--- src/sv/alrpg_pkg.sv ---
// ============================================================================
// alrpg_pkg
// Shared sizes, codes and types of the alert LED ring pattern generator.
// ============================================================================
`default_nettype none

package alrpg_pkg;

    localparam int METRIC_COUNT = 5;
    localparam int RING_SIZE    = 8;
    localparam int QUEUE_DEPTH  = 2;

    localparam int OP_W    = 2;
    localparam int MIDX_W  = 3;
    localparam int LVL_W   = 2;
    localparam int TICK_W  = 32;
    localparam int LED_W   = 4;
    localparam int RGB_W   = 24;
    localparam int ADDR_W  = 4;
    localparam int DATA_W  = 32;

    // chase pattern: one slot per 500 ms period fraction
    localparam int CHASE_STEP = 500;
    localparam int POS_W      = $clog2(CHASE_STEP * (RING_SIZE + 1) + 1);
    localparam int IDX_W      = $clog2(RING_SIZE + 1);

    localparam logic [OP_W-1:0] OP_SET    = 2'd0;
    localparam logic [OP_W-1:0] OP_ARM    = 2'd1;
    localparam logic [OP_W-1:0] OP_RENDER = 2'd2;

    localparam logic [LVL_W-1:0] LVL_NONE = 2'd0;
    localparam logic [LVL_W-1:0] LVL_WARN = 2'd1;
    localparam logic [LVL_W-1:0] LVL_CRIT = 2'd2;

    localparam logic [1:0] REG_AMBER = 2'd0;
    localparam logic [1:0] REG_RED   = 2'd1;
    localparam logic [1:0] REG_GREEN = 2'd2;

    localparam logic [RGB_W-1:0] AMBER_RESET = 24'hB4FF00;
    localparam logic [RGB_W-1:0] RED_RESET   = 24'h00FF00;
    localparam logic [RGB_W-1:0] GREEN_RESET = 24'hFF0000;

    typedef logic [RGB_W-1:0] t_rgb;

    typedef struct packed {
        t_rgb amber;
        t_rgb red;
        t_rgb green;
    } t_colors;

    typedef enum logic [1:0] {
        K_END,
        K_UNIFORM,
        K_HALVES,
        K_CHASE
    } t_kind;

    typedef struct packed {
        t_kind            kind;
        t_rgb             ring_rgb;
        t_rgb             center_rgb;
        logic             phase;
        logic [POS_W-1:0] pos;
    } t_cmd;

    typedef struct packed {
        logic valid;
        t_cmd cmd;
    } t_cmd_push;

    typedef struct packed {
        logic avail;
        t_cmd cmd;
    } t_cmd_peek;

endpackage

`default_nettype wire

--- src/sv/alrpg_req_if.sv ---
// ============================================================================
// alrpg_req_if
// Request channel: set level, arm pit flash, render at tick.
// ============================================================================
`default_nettype none

interface alrpg_req_if;
    import alrpg_pkg::*;

    logic              valid;
    logic              ready;
    logic [OP_W-1:0]   op;
    logic [MIDX_W-1:0] metric_index;
    logic [LVL_W-1:0]  level;
    logic [TICK_W-1:0] tick_ms;

    modport source (output valid, output op, output metric_index, output level,
                    output tick_ms, input ready);
    modport sink   (input valid, input op, input metric_index, input level,
                    input tick_ms, output ready);
endinterface

`default_nettype wire

--- src/sv/alrpg_pix_if.sv ---
// ============================================================================
// alrpg_pix_if
// Pixel channel: one LED value per beat, frame_last on the final beat.
// ============================================================================
`default_nettype none

interface alrpg_pix_if;
    import alrpg_pkg::*;

    logic             valid;
    logic             ready;
    logic [LED_W-1:0] led_index;
    logic [7:0]       byte_first;
    logic [7:0]       byte_second;
    logic [7:0]       byte_third;
    logic             pixel_write;
    logic             frame_last;

    modport source (output valid, output led_index, output byte_first,
                    output byte_second, output byte_third, output pixel_write,
                    output frame_last, input ready);
    modport sink   (input valid, input led_index, input byte_first,
                    input byte_second, input byte_third, input pixel_write,
                    input frame_last, output ready);
endinterface

`default_nettype wire

--- src/sv/alrpg_front.sv ---
// ============================================================================
// alrpg_front
// Accepts requests, keeps metric and pit state, classifies a render.
// ============================================================================
`default_nettype none

module alrpg_front (
    input  logic                 i_clk,
    input  logic                 i_rst_n,
    alrpg_req_if.sink            i_req,
    input  alrpg_pkg::t_colors   i_colors,
    input  logic                 i_q_full,
    output alrpg_pkg::t_cmd_push o_push
);
    import alrpg_pkg::*;

    localparam int PIT_PERIOD = 300;
    localparam int PIT_ON     = 150;
    localparam int PIT_CYCLES = 3;
    localparam int BLINK      = 125;
    localparam int TRI_PERIOD = 1000;
    localparam int TRI_HALF   = 500;
    localparam logic [28:0] DIV1000_MAGIC = 29'h10624DD3;
    localparam logic [12:0] DIV100_MAGIC  = 13'd5243;
    localparam logic [15:0] DIV255_MAGIC  = 16'd32897;

    typedef enum logic [7:0] {
        ST_IDLE = 8'b0000_0001,
        ST_DIV  = 8'b0000_0010,
        ST_MOD  = 8'b0000_0100,
        ST_TRI  = 8'b0000_1000,
        ST_BRI  = 8'b0001_0000,
        ST_MUL  = 8'b0010_0000,
        ST_SCL  = 8'b0100_0000,
        ST_PUSH = 8'b1000_0000
    } t_state;

    typedef enum logic [2:0] {
        CLS_END,
        CLS_PIT,
        CLS_RC,
        CLS_OC,
        CLS_RW,
        CLS_OW,
        CLS_IDLE
    } t_cls;

    t_state            r_state, n_state;
    logic [LVL_W-1:0]  r_levels [METRIC_COUNT];
    logic              r_pit_active;
    logic              r_pit_started;
    logic [TICK_W-1:0] r_pit_start;

    logic [TICK_W-1:0] r_tick;
    t_cls              r_cls;
    logic              r_pit_on;
    logic [22:0]       r_q;
    logic [9:0]        r_p;
    logic [14:0]       r_x;
    logic [8:0]        r_m;
    logic [7:0]        r_b;
    logic [POS_W-1:0]  r_mr;
    logic [15:0]       r_y [3];
    t_rgb              r_sc;

    logic              acc;
    logic              rc, oc, rw, ow;
    logic [TICK_W-1:0] start, elapsed;
    logic              pit_done, pit_on;
    t_cls              cls;
    logic [60:0]       q_prod;
    logic [9:0]        tri_p;
    logic [27:0]       b_prod;
    logic [31:0]       sc_prod [3];
    logic              even;
    t_cmd              cmd;

    assign i_req.ready = (r_state == ST_IDLE);
    assign acc         = i_req.valid && i_req.ready;

    // classify from the current levels and the pit window
    always_comb begin
        rc = 1'b0;
        oc = 1'b0;
        rw = 1'b0;
        ow = 1'b0;
        for (int k = 0; k < METRIC_COUNT; k++) begin
            if (r_levels[k] == LVL_CRIT) begin
                if (k == 0) rc = 1'b1;
                else        oc = 1'b1;
            end else if (r_levels[k] == LVL_WARN) begin
                if (k == 0) rw = 1'b1;
                else        ow = 1'b1;
            end
        end
        start    = r_pit_started ? r_pit_start : i_req.tick_ms;
        elapsed  = i_req.tick_ms - start;
        pit_done = elapsed >= TICK_W'(PIT_PERIOD * PIT_CYCLES);
        pit_on   = 1'b0;
        for (int k = 0; k < PIT_CYCLES; k++) begin
            if (elapsed >= TICK_W'(k * PIT_PERIOD) &&
                elapsed <  TICK_W'(k * PIT_PERIOD + PIT_ON)) pit_on = 1'b1;
        end
        if (r_pit_active) cls = pit_done ? CLS_END : CLS_PIT;
        else if (rc)      cls = CLS_RC;
        else if (oc)      cls = CLS_OC;
        else if (rw)      cls = CLS_RW;
        else if (ow)      cls = CLS_OW;
        else              cls = CLS_IDLE;
    end

    always_comb begin
        n_state = r_state;
        case (r_state)
            ST_IDLE: if (acc && i_req.op == OP_RENDER) n_state = ST_DIV;
            ST_DIV:  n_state = ST_MOD;
            ST_MOD:  n_state = ST_TRI;
            ST_TRI:  n_state = ST_BRI;
            ST_BRI:  n_state = ST_MUL;
            ST_MUL:  n_state = ST_SCL;
            ST_SCL:  n_state = ST_PUSH;
            ST_PUSH: if (!i_q_full) n_state = ST_IDLE;
            default: n_state = ST_IDLE;
        endcase
    end

    always_ff @(posedge i_clk) begin
        if (!i_rst_n) begin
            r_state       <= ST_IDLE;
            r_pit_active  <= 1'b0;
            r_pit_started <= 1'b0;
            r_pit_start   <= '0;
            for (int k = 0; k < METRIC_COUNT; k++) r_levels[k] <= LVL_NONE;
        end else begin
            r_state <= n_state;
            if (acc) begin
                case (i_req.op)
                    OP_SET: begin
                        if (4'(i_req.metric_index) < 4'(METRIC_COUNT) &&
                            i_req.level <= LVL_CRIT) begin
                            for (int k = 0; k < METRIC_COUNT; k++) begin
                                if (i_req.metric_index == MIDX_W'(k))
                                    r_levels[k] <= i_req.level;
                            end
                        end
                    end
                    OP_ARM: begin
                        r_pit_active  <= 1'b1;
                        r_pit_started <= 1'b0;
                    end
                    OP_RENDER: begin
                        if (r_pit_active) begin
                            if (!r_pit_started) begin
                                r_pit_started <= 1'b1;
                                r_pit_start   <= i_req.tick_ms;
                            end
                            if (pit_done) r_pit_active <= 1'b0;
                        end
                    end
                    default: ;
                endcase
            end
        end
    end

    // arithmetic chain, one stage per state after the render is taken
    always_comb begin
        q_prod = 61'(r_tick) * 61'(DIV1000_MAGIC);
        tri_p  = (r_p < 10'(TRI_HALF)) ? r_p : 10'(TRI_PERIOD) - r_p;
        b_prod = 28'(r_x) * 28'(DIV100_MAGIC);
        for (int k = 0; k < 3; k++) sc_prod[k] = 32'(r_y[k]) * 32'(DIV255_MAGIC);
    end

    always_ff @(posedge i_clk) begin
        if (acc && i_req.op == OP_RENDER) begin
            r_tick   <= i_req.tick_ms;
            r_cls    <= cls;
            r_pit_on <= pit_on;
        end
        r_q  <= q_prod[60:38];
        r_p  <= 10'(r_tick - 32'(r_q) * 32'(TRI_PERIOD));
        r_x  <= 15'(tri_p) * 15'd51;
        r_m  <= (r_p >= 10'(TRI_HALF)) ? 9'(r_p - 10'(TRI_HALF)) : 9'(r_p);
        r_b  <= b_prod[26:19];
        r_mr <= POS_W'(r_m) * POS_W'(RING_SIZE);
        r_y[0] <= 16'(i_colors.amber[23:16]) * 16'(r_b);
        r_y[1] <= 16'(i_colors.amber[15:8])  * 16'(r_b);
        r_y[2] <= 16'(i_colors.amber[7:0])   * 16'(r_b);
        r_sc <= {sc_prod[0][30:23], sc_prod[1][30:23], sc_prod[2][30:23]};
    end

    // blink phase: tick/125 even, taken from tick mod 1000
    always_comb begin
        even = 1'b0;
        for (int k = 0; k < TRI_PERIOD / (2 * BLINK); k++) begin
            if (r_p >= 10'(2 * k * BLINK) && r_p < 10'(2 * k * BLINK + BLINK))
                even = 1'b1;
        end
        cmd.kind       = K_UNIFORM;
        cmd.ring_rgb   = '0;
        cmd.center_rgb = '0;
        cmd.phase      = even;
        cmd.pos        = r_mr;
        case (r_cls)
            CLS_END: cmd.kind = K_END;
            CLS_PIT: begin
                cmd.ring_rgb   = r_pit_on ? i_colors.green : '0;
                cmd.center_rgb = r_pit_on ? i_colors.green : '0;
            end
            CLS_RC: begin
                cmd.ring_rgb   = even ? i_colors.red : '0;
                cmd.center_rgb = i_colors.red;
            end
            CLS_OC: begin
                cmd.kind       = K_HALVES;
                cmd.ring_rgb   = i_colors.red;
                cmd.center_rgb = i_colors.red;
            end
            CLS_RW: cmd.ring_rgb = r_sc;
            CLS_OW: begin
                cmd.kind       = K_CHASE;
                cmd.ring_rgb   = i_colors.amber;
                cmd.center_rgb = i_colors.amber;
            end
            default: ;
        endcase
    end

    assign o_push.valid = (r_state == ST_PUSH);
    assign o_push.cmd   = cmd;

endmodule

`default_nettype wire

--- src/sv/alrpg_cmd_queue.sv ---
// ============================================================================
// alrpg_cmd_queue
// Short FIFO of frame commands between the front and the pixel sequencer.
// ============================================================================
`default_nettype none

module alrpg_cmd_queue (
    input  logic                 i_clk,
    input  logic                 i_rst_n,
    input  alrpg_pkg::t_cmd_push i_push,
    output logic                 o_full,
    input  logic                 i_pop,
    output alrpg_pkg::t_cmd_peek o_peek
);
    import alrpg_pkg::*;

    localparam int QPTR_W = (QUEUE_DEPTH > 1) ? $clog2(QUEUE_DEPTH) : 1;
    localparam int CNT_W  = $clog2(QUEUE_DEPTH + 1);

    t_cmd              r_mem [QUEUE_DEPTH];
    logic [QPTR_W-1:0] r_wr, r_rd;
    logic [CNT_W-1:0]  r_cnt;
    logic              do_push, do_pop;

    assign o_full       = (r_cnt == CNT_W'(QUEUE_DEPTH));
    assign o_peek.avail = (r_cnt != '0);
    assign o_peek.cmd   = r_mem[r_rd];
    assign do_push      = i_push.valid && !o_full;
    assign do_pop       = i_pop && o_peek.avail;

    always_ff @(posedge i_clk) begin
        if (!i_rst_n) begin
            r_wr  <= '0;
            r_rd  <= '0;
            r_cnt <= '0;
        end else begin
            if (do_push)
                r_wr <= (r_wr == QPTR_W'(QUEUE_DEPTH - 1)) ? '0 : r_wr + 1'b1;
            if (do_pop)
                r_rd <= (r_rd == QPTR_W'(QUEUE_DEPTH - 1)) ? '0 : r_rd + 1'b1;
            if (do_push && !do_pop)      r_cnt <= r_cnt + 1'b1;
            else if (do_pop && !do_push) r_cnt <= r_cnt - 1'b1;
        end
    end

    always_ff @(posedge i_clk) begin
        if (do_push) r_mem[r_wr] <= i_push.cmd;
    end

endmodule

`default_nettype wire

--- src/sv/alrpg_back.sv ---
// ============================================================================
// alrpg_back
// Pixel sequencer: walks a frame command into ring and center beats.
// ============================================================================
`default_nettype none

module alrpg_back (
    input  logic                 i_clk,
    input  logic                 i_rst_n,
    input  alrpg_pkg::t_cmd_peek i_peek,
    output logic                 o_pop,
    alrpg_pix_if.source          o_pix
);
    import alrpg_pkg::*;

    typedef enum logic [1:0] {
        B_IDLE = 2'b01,
        B_RUN  = 2'b10
    } t_bstate;

    t_bstate          r_bstate;
    t_cmd             r_cmd;
    logic [IDX_W-1:0] r_idx;
    logic [POS_W-1:0] r_lo;
    logic             r_ov;
    logic [LED_W-1:0] r_led;
    t_rgb             r_rgb;
    logic             r_pw, r_last;

    logic             slot_free, load, center, lit;
    logic [LED_W-1:0] px_idx;
    t_rgb             px_rgb;
    logic             px_pw, px_last;

    assign slot_free = !r_ov || o_pix.ready;
    assign load      = (r_bstate == B_RUN) && slot_free;
    assign o_pop     = (r_bstate == B_IDLE) && i_peek.avail;
    assign center    = (r_idx == IDX_W'(RING_SIZE));
    assign lit       = (r_cmd.pos >= r_lo) && (r_cmd.pos < r_lo + POS_W'(CHASE_STEP));

    always_comb begin
        px_idx  = LED_W'(r_idx);
        px_rgb  = '0;
        px_pw   = 1'b1;
        px_last = 1'b0;
        case (r_cmd.kind)
            K_END: begin
                px_idx  = '0;
                px_pw   = 1'b0;
                px_last = 1'b1;
            end
            K_UNIFORM: px_rgb = r_cmd.ring_rgb;
            K_HALVES: begin
                if ((r_idx < IDX_W'(RING_SIZE / 2)) == r_cmd.phase) px_rgb = r_cmd.ring_rgb;
            end
            K_CHASE: if (lit) px_rgb = r_cmd.ring_rgb;
            default: ;
        endcase
        if (center && r_cmd.kind != K_END) begin
            px_rgb  = r_cmd.center_rgb;
            px_last = 1'b1;
        end
    end

    always_ff @(posedge i_clk) begin
        if (!i_rst_n) begin
            r_bstate <= B_IDLE;
            r_ov     <= 1'b0;
        end else begin
            if (load)             r_ov <= 1'b1;
            else if (o_pix.ready) r_ov <= 1'b0;
            case (r_bstate)
                B_IDLE:  if (i_peek.avail) r_bstate <= B_RUN;
                B_RUN:   if (load && px_last) r_bstate <= B_IDLE;
                default: r_bstate <= B_IDLE;
            endcase
        end
    end

    always_ff @(posedge i_clk) begin
        if (o_pop) begin
            r_cmd <= i_peek.cmd;
            r_idx <= '0;
            r_lo  <= '0;
        end
        if (load) begin
            r_led  <= px_idx;
            r_rgb  <= px_rgb;
            r_pw   <= px_pw;
            r_last <= px_last;
            r_idx  <= r_idx + 1'b1;
            r_lo   <= r_lo + POS_W'(CHASE_STEP);
        end
    end

    assign o_pix.valid       = r_ov;
    assign o_pix.led_index   = r_led;
    assign o_pix.byte_first  = r_rgb[23:16];
    assign o_pix.byte_second = r_rgb[15:8];
    assign o_pix.byte_third  = r_rgb[7:0];
    assign o_pix.pixel_write = r_pw;
    assign o_pix.frame_last  = r_last;

endmodule

`default_nettype wire

--- src/sv/alert_led_ring_pattern_generator_unit.sv ---
// ============================================================================
// alert_led_ring_pattern_generator_unit
// Alert level keeper and LED ring frame generator with an APB color map.
// ============================================================================
// Usage:
//   i_req carries one request per beat: set a metric level, arm the pit
//   flash, or render a frame at tick_ms. Set and arm beats leave ready high.
//   A render beat keeps ready low while the front works through its
//   arithmetic stages (mod 1000, triangle brightness, byte scaling) and
//   posts a frame command into a two-deep queue.
//   The pixel sequencer drains the queue into o_pix: 9 beats per frame,
//   ring LEDs 0..7 then the center LED with frame_last set. An ending pit
//   flash gives a single refresh-only beat instead.
//   Between frames the sequencer goes back to idle to pop the next command.
//   A stalled o_pix holds its beat; the queue keeps taking frame commands
//   until it fills, then the front waits with ready low.
//   Reset clears levels, pit state, queue and output valid, and restores the
//   reset colors. Colors are written over APB at 0x0, 0x4, 0x8; the user
//   must write them only while idle; the block itself does not enforce it.
// ============================================================================
`default_nettype none

module alert_led_ring_pattern_generator_unit (
    input  logic                         i_clk,
    input  logic                         i_rst_n,
    alrpg_req_if.sink                    i_req,
    alrpg_pix_if.source                  o_pix,
    input  logic                         psel,
    input  logic                         penable,
    input  logic                         pwrite,
    input  logic [alrpg_pkg::ADDR_W-1:0] paddr,
    input  logic [alrpg_pkg::DATA_W-1:0] pwdata,
    output logic [alrpg_pkg::DATA_W-1:0] prdata,
    output logic                         pready
);
    import alrpg_pkg::*;

    t_colors   r_colors;
    logic      cfg_wr;
    t_cmd_push push;
    t_cmd_peek peek;
    logic      q_full, pop;

    // register file: write on the access phase of an APB write
    assign pready = 1'b1;
    assign cfg_wr = psel && penable && pwrite && pready;

    always_ff @(posedge i_clk) begin
        if (!i_rst_n) begin
            r_colors.amber <= AMBER_RESET;
            r_colors.red   <= RED_RESET;
            r_colors.green <= GREEN_RESET;
        end else if (cfg_wr) begin
            case (paddr[3:2])
                REG_AMBER: r_colors.amber <= pwdata[RGB_W-1:0];
                REG_RED:   r_colors.red   <= pwdata[RGB_W-1:0];
                REG_GREEN: r_colors.green <= pwdata[RGB_W-1:0];
                default:   ;
            endcase
        end
    end

    always_comb begin
        case (paddr[3:2])
            REG_AMBER: prdata = DATA_W'(r_colors.amber);
            REG_RED:   prdata = DATA_W'(r_colors.red);
            REG_GREEN: prdata = DATA_W'(r_colors.green);
            default:   prdata = '0;
        endcase
    end

    // front: take requests, keep state, build frame commands
    alrpg_front u_front (
        .i_clk    (i_clk),
        .i_rst_n  (i_rst_n),
        .i_req    (i_req),
        .i_colors (r_colors),
        .i_q_full (q_full),
        .o_push   (push)
    );

    // decouple request intake from pixel streaming
    alrpg_cmd_queue u_queue (
        .i_clk   (i_clk),
        .i_rst_n (i_rst_n),
        .i_push  (push),
        .o_full  (q_full),
        .i_pop   (pop),
        .o_peek  (peek)
    );

    // back: advance one pixel per free output slot
    alrpg_back u_back (
        .i_clk   (i_clk),
        .i_rst_n (i_rst_n),
        .i_peek  (peek),
        .o_pop   (pop),
        .o_pix   (o_pix)
    );

endmodule

`default_nettype wire

--- src/flat_wrapper.sv ---
// flat-port wrapper written by rule: the top's interface ports become plain ports
module alert_led_ring_pattern_generator_unit_flat import alrpg_pkg::*;
  (i_clk, i_rst_n, psel, penable, pwrite, paddr, pwdata, prdata, pready, i_req_valid, i_req_op, i_req_metric_index, i_req_level, i_req_tick_ms, i_req_ready, o_pix_valid, o_pix_led_index, o_pix_byte_first, o_pix_byte_second, o_pix_byte_third, o_pix_pixel_write, o_pix_frame_last, o_pix_ready);
  alrpg_req_if i_req_i ();
  alrpg_pix_if o_pix_i ();
  input  logic i_clk;
  input  logic i_rst_n;
  input  logic psel;
  input  logic penable;
  input  logic pwrite;
  input  logic [alrpg_pkg::ADDR_W-1:0] paddr;
  input  logic [alrpg_pkg::DATA_W-1:0] pwdata;
  output logic [alrpg_pkg::DATA_W-1:0] prdata;
  output logic pready;
  input wire logic [$bits(i_req_i.valid)-1:0] i_req_valid;
  input wire logic [$bits(i_req_i.op)-1:0] i_req_op;
  input wire logic [$bits(i_req_i.metric_index)-1:0] i_req_metric_index;
  input wire logic [$bits(i_req_i.level)-1:0] i_req_level;
  input wire logic [$bits(i_req_i.tick_ms)-1:0] i_req_tick_ms;
  output wire logic [$bits(i_req_i.ready)-1:0] i_req_ready;
  output wire logic [$bits(o_pix_i.valid)-1:0] o_pix_valid;
  output wire logic [$bits(o_pix_i.led_index)-1:0] o_pix_led_index;
  output wire logic [$bits(o_pix_i.byte_first)-1:0] o_pix_byte_first;
  output wire logic [$bits(o_pix_i.byte_second)-1:0] o_pix_byte_second;
  output wire logic [$bits(o_pix_i.byte_third)-1:0] o_pix_byte_third;
  output wire logic [$bits(o_pix_i.pixel_write)-1:0] o_pix_pixel_write;
  output wire logic [$bits(o_pix_i.frame_last)-1:0] o_pix_frame_last;
  input wire logic [$bits(o_pix_i.ready)-1:0] o_pix_ready;
  assign i_req_i.valid = i_req_valid;
  assign i_req_i.op = i_req_op;
  assign i_req_i.metric_index = i_req_metric_index;
  assign i_req_i.level = i_req_level;
  assign i_req_i.tick_ms = i_req_tick_ms;
  assign i_req_ready = i_req_i.ready;
  assign o_pix_valid = o_pix_i.valid;
  assign o_pix_led_index = o_pix_i.led_index;
  assign o_pix_byte_first = o_pix_i.byte_first;
  assign o_pix_byte_second = o_pix_i.byte_second;
  assign o_pix_byte_third = o_pix_i.byte_third;
  assign o_pix_pixel_write = o_pix_i.pixel_write;
  assign o_pix_frame_last = o_pix_i.frame_last;
  assign o_pix_i.ready = o_pix_ready;
  alert_led_ring_pattern_generator_unit u_core (.i_clk(i_clk), .i_rst_n(i_rst_n), .i_req(i_req_i), .o_pix(o_pix_i), .psel(psel), .penable(penable), .pwrite(pwrite), .paddr(paddr), .pwdata(pwdata), .prdata(prdata), .pready(pready));
endmodule
--- config.mk ---
export PLATFORM = sky130hd
export DESIGN_NAME = alert_led_ring_pattern_generator_unit_flat
export DESIGN_NICKNAME = d
export VERILOG_FILES = /design/src/sv/alrpg_pkg.sv /design/src/sv/alrpg_req_if.sv /design/src/sv/alrpg_pix_if.sv /design/src/sv/alrpg_front.sv /design/src/sv/alrpg_cmd_queue.sv /design/src/sv/alrpg_back.sv /design/src/sv/alert_led_ring_pattern_generator_unit.sv /design/src/flat_wrapper.sv
export SDC_FILE = /design/constraint.sdc
export NUM_CORES = 2
export LEC_CHECK = 0
export BUFFER_PORTS_ARGS = -buffer_cell sky130_fd_sc_hd__buf_2
export CORE_AREA = 8 8 356 358
export DETAILED_ROUTE_END_ITERATION = 7
export DIE_AREA = 0 0 364 366
export GPL_TIMING_DRIVEN = 0
export PLACE_DENSITY = 0.65
export SYNTH_ARGS = -nofsm -noshare
export SYNTH_HDL_FRONTEND = slang
export SYNTH_SLANG_ARGS = --single-unit
--- constraint.sdc ---
create_clock -name i_clk -period 7.7 [get_ports i_clk]
set_input_delay 1.54 -clock i_clk [delete_from_list [all_inputs] [get_ports i_clk]]
set_output_delay 1.54 -clock i_clk [all_outputs]
set_load 0.02 [all_outputs]
==> run summary <==
Total GRT Usage - 18.0%
Clk_lat worst skew - 0.67 ns
Most used cell, CP - fa_1
Placed cells - 6452
I/O pins - 147
Leading cell types in the layout, fill and taps excluded - inv_1 (832), ha_1 (812), fa_1 (471)
Worst Tran Pin Value - 1.39 ns
CP endpoint kind - flip-flop
Post-synth EDFFs - 271
Final setup fails - 0
Row cnt - 128
DRT iter0 DRCs - 2264
Seq cells post-synth - 521
WL final - 120 mm
Adder-cell share of the synthesized area - 40.8%
Most common cell after layout, fill and taps aside - inv_1
Max Cap Viol - 0
Critical Path AT - 7.84 ns
Vias in the first global route - 34500
End point of the worst hold path - u_core.u_front.r_mr[5]$_DFF_P_
Core ar. - 121000 µm²
Critical Path Source Type - flip-flop
Slowest cell on crit path - edfxtp_1
Reg clk slew, reported paths - 0.08 ns
Vias per cell - 5.09
Largest family of logic cells by synthesized area - adder cells
Total CTS buffers - 58
Critical Path RT - 8.30 ns
DR WL/cell - 18.3 µm
Max Slew Vio Count - 0
Fin cells - 6583
Clock Tree Buf Depth - 3
Setup slack, reg-to-reg - 0.47 ns
Endpoints failing hold - 0
RSZ-0062 raised after global routing - no
Die ar. - 133000 µm²
CTS H-Tree Depth - 2
DRT antenna net count - 0
Yosys Warn Count - 0
Nets - 6268
Die height - 366 µm
Met1 usage - 24.0%
Status - finished clean
Busiest grt layer - met2
Capturing point of the worst reg2reg path - u_core.u_front.r_q[6]$_DFF_P_
Gpl congestion - 0.924
CP cell instances - ha_1 > fa_1 > fa_1 > inv_1 > fa_1 > inv_1 > fa_1 > ha_1 > fa_1 > inv_1 > fa_1 > inv_1 > ha_1 > a21o_1 > a21o_1 > a2111oi_1 > nor3_1 > o311ai_1 > a21oi_1 > or3_1 > nand4_1
Layout cells sized above 1 - 6.93%
Detailed-placement wirelength estimate - 97.7 mm
Highest Clock Rate - 138 MHz
CP max FO - 9
Hold Path Class - reg2reg
Vias - 33500
Clk_skew - 0.0430 ns
Starting Density - 39.7%
CP Buf/Inv Count - 4
Final min period - 7.23 ns
Synth unique cells - 86
First-pass GRT wire length - 191 mm
Sinks on Clock Net - 521
Top Family by Delay on Critical Path - adder cells
Fin crit share - 93.9%
CTS tree - built
Primary FF master, synth - edfxtp_1
Post-route DRC - 0
Area growth from synthesis to layout - 10.3%
Worst setup path startpoint - u_core.u_front.r_tick[3]$_DFFE_PP_
CP peak stage delay - 0.61 ns
Largest net degree at the start of global routing - 61
Async SR Flop Fraction - 0%
Post-Synth XOR/XNOR Area - 2.72%
R2R depth - 21
Worst rel slew slack - 5.79%
Post-synthesis mux area share - 2.66%
Sequential cell area fraction in the yosys report - 27.4%
Cts hold-fix bufs - 0
Hold Path Stages - 0
Root Buffer - clkbuf_16
Syn Inst Count - 4691
Simple-gate share of the synthesized area - 9.48%
Crit path kind - reg2reg
Number of iterations in the first detailed-routing pass - 6
Hold Crit Start - u_core.u_front.r_m[2]$_DFF_P_
M2 GR Usage - 30.1%
Netlist Area Pre-Place - 48000 µm²
Die Width - 364 µm
Initial antenna violation count - 7
Reg2reg start - u_core.u_front.r_tick[3]$_DFFE_PP_
Mapped Avg Cell Area - 10.2 µm²
Port Buffers - 126
Gr ovfl total - 0
GRT met3 Usage - 3.34%
Compound-gate portion of the synthesized area - 9.24%
## flip-flops by register name, summed over array words and instances, names as in the netlist, 9 cells and up
| register | flops |
|---|---|
| u_core.u_back.r_lo | 11 |
| u_core.u_front.r_m | 9 |
| u_core.r_colors | 72 |
| u_core.u_front.r_y | 48 |
| u_core.u_front.r_levels | 10 |
| u_core.u_back.r_rgb | 24 |
| u_core.u_front.r_pit_start | 32 |
| u_core.u_front.r_sc | 24 |
| u_core.u_front.r_p | 10 |
| u_core.u_back.r_cmd | 60 |
| u_core.u_front.r_tick | 32 |
| u_core.u_front.r_x | 14 |
| u_core.u_front.r_mr | 9 |
| u_core.u_queue.r_mem | 120 |
## metal layers
| metal | up-vias | share of wire [%] |
|---|---|---|
| li1 | 16100 | - |
| met1 | 16500 | 44 |
| met2 | 767 | 47 |
| met3 | 171 | 5.9 |
| met4 | 4 | 2.5 |
| met5 | - | 0.021 |
## through the flow
stage	cell area [µm²]	setup WS [ns]	setup TNS [ns]	hold slack [ns]	utilization, %
after floorplan	48100	1.02	0	0.310	-
after global routing	53000	0.0647	0	0.335	43.8
after detailed placement	50800	-0.185	-0.291	0.312	42.0
after CTS	52900	0.0222	0	0.326	43.8
final	53000	0.467	0	0.323	43.8
after global placement	50700	-0.116	-0.141	0.313	41.9
## what timing repair did
| item | in CTS | in global routing |
|---|---|---|
| setup endpoints to repair | 4 | 4 |
| endpoints found under the hold margin | 0 | 0 |
| pin swaps | 0 | 0 |
| setup buffers | 7 | 9 |
| resized for setup | 0 | 1 |
## layout make-up
type                    count  area (µm²)
diodes                      5        12.5
plain buffers             146         588
clock buffers              78        1620
clock inverters            32         433
fillers                 11400       67900
inverters                 833        3130
multi-input cells        3198       31200
flip-flops and latches    521       13100
well taps                1625        2030
repair buffers            145         811
## how the worst max path moves through the flow
| stage | endpoint | cells after the start |
|---|---|---|
| after global placement | u_core.u_front.r_q[6]$_DFF_P_ | 22 |
| after floorplan | u_core.u_front.r_q[6]$_DFF_P_ | 22 |
| after detailed placement | u_core.u_front.r_q[6]$_DFF_P_ | 22 |
| after CTS | u_core.u_front.r_q[6]$_DFF_P_ | 22 |
| after global routing | u_core.u_front.r_q[6]$_DFF_P_ | 21 |
| final | u_core.u_front.r_q[6]$_DFF_P_ | 21 |
## synthesized netlist by cell type (all sizes together), types with 6 or more instances
cell	instances	area share (%)
fa	471	20
a211o	10	0.18
clkbuf	130	1.0
and2	128	1.7
nand4	19	0.25
nor4	11	0.14
o21ai	138	1.4
nor2	138	1.1
nor2b	26	0.34
nand3	66	0.70
xor2	29	0.53
a21oi	130	1.4
nor3b	9	0.14
o2111ai	6	0.11
and3	12	0.16
o31ai	9	0.14
a21boi	63	0.98
inv	833	6.5
a31oi	33	0.43
a22oi	50	0.78
nand2	471	3.7
o21a	27	0.42
nand2b	20	0.26
a2111oi	7	0.13
a211oi	17	0.29
or3	15	0.20
o22ai	7	0.10
a21o	45	0.70
o31a	8	0.15
mux2	61	1.4
nor3	45	0.47
or2	6	0.078
mux2i	59	1.2
o211a	33	0.69
o41ai	11	0.22
ha	812	21
buf	16	0.21
xnor2	120	2.2
edfxtp	271	17
dfxtp	250	10
o211ai	15	0.23
o21bai	13	0.20
## cell families after synthesis
| kind of cell | count (synthesis) |
|---|---|
| AND/OR/NAND/NOR | 984 |
| AO/OA/AOI/OAI | 653 |
| XOR/XNOR | 149 |
| buffers and inverters | 979 |
| adder cells (fa/ha/maj) | 1283 |
| multiplexers | 120 |
| other | 2 |
| flip-flops | 521 |
Power is left out: the tool's default activity adds up to more than one toggle a clock period on the data nets, which glitch-free logic cannot reach.
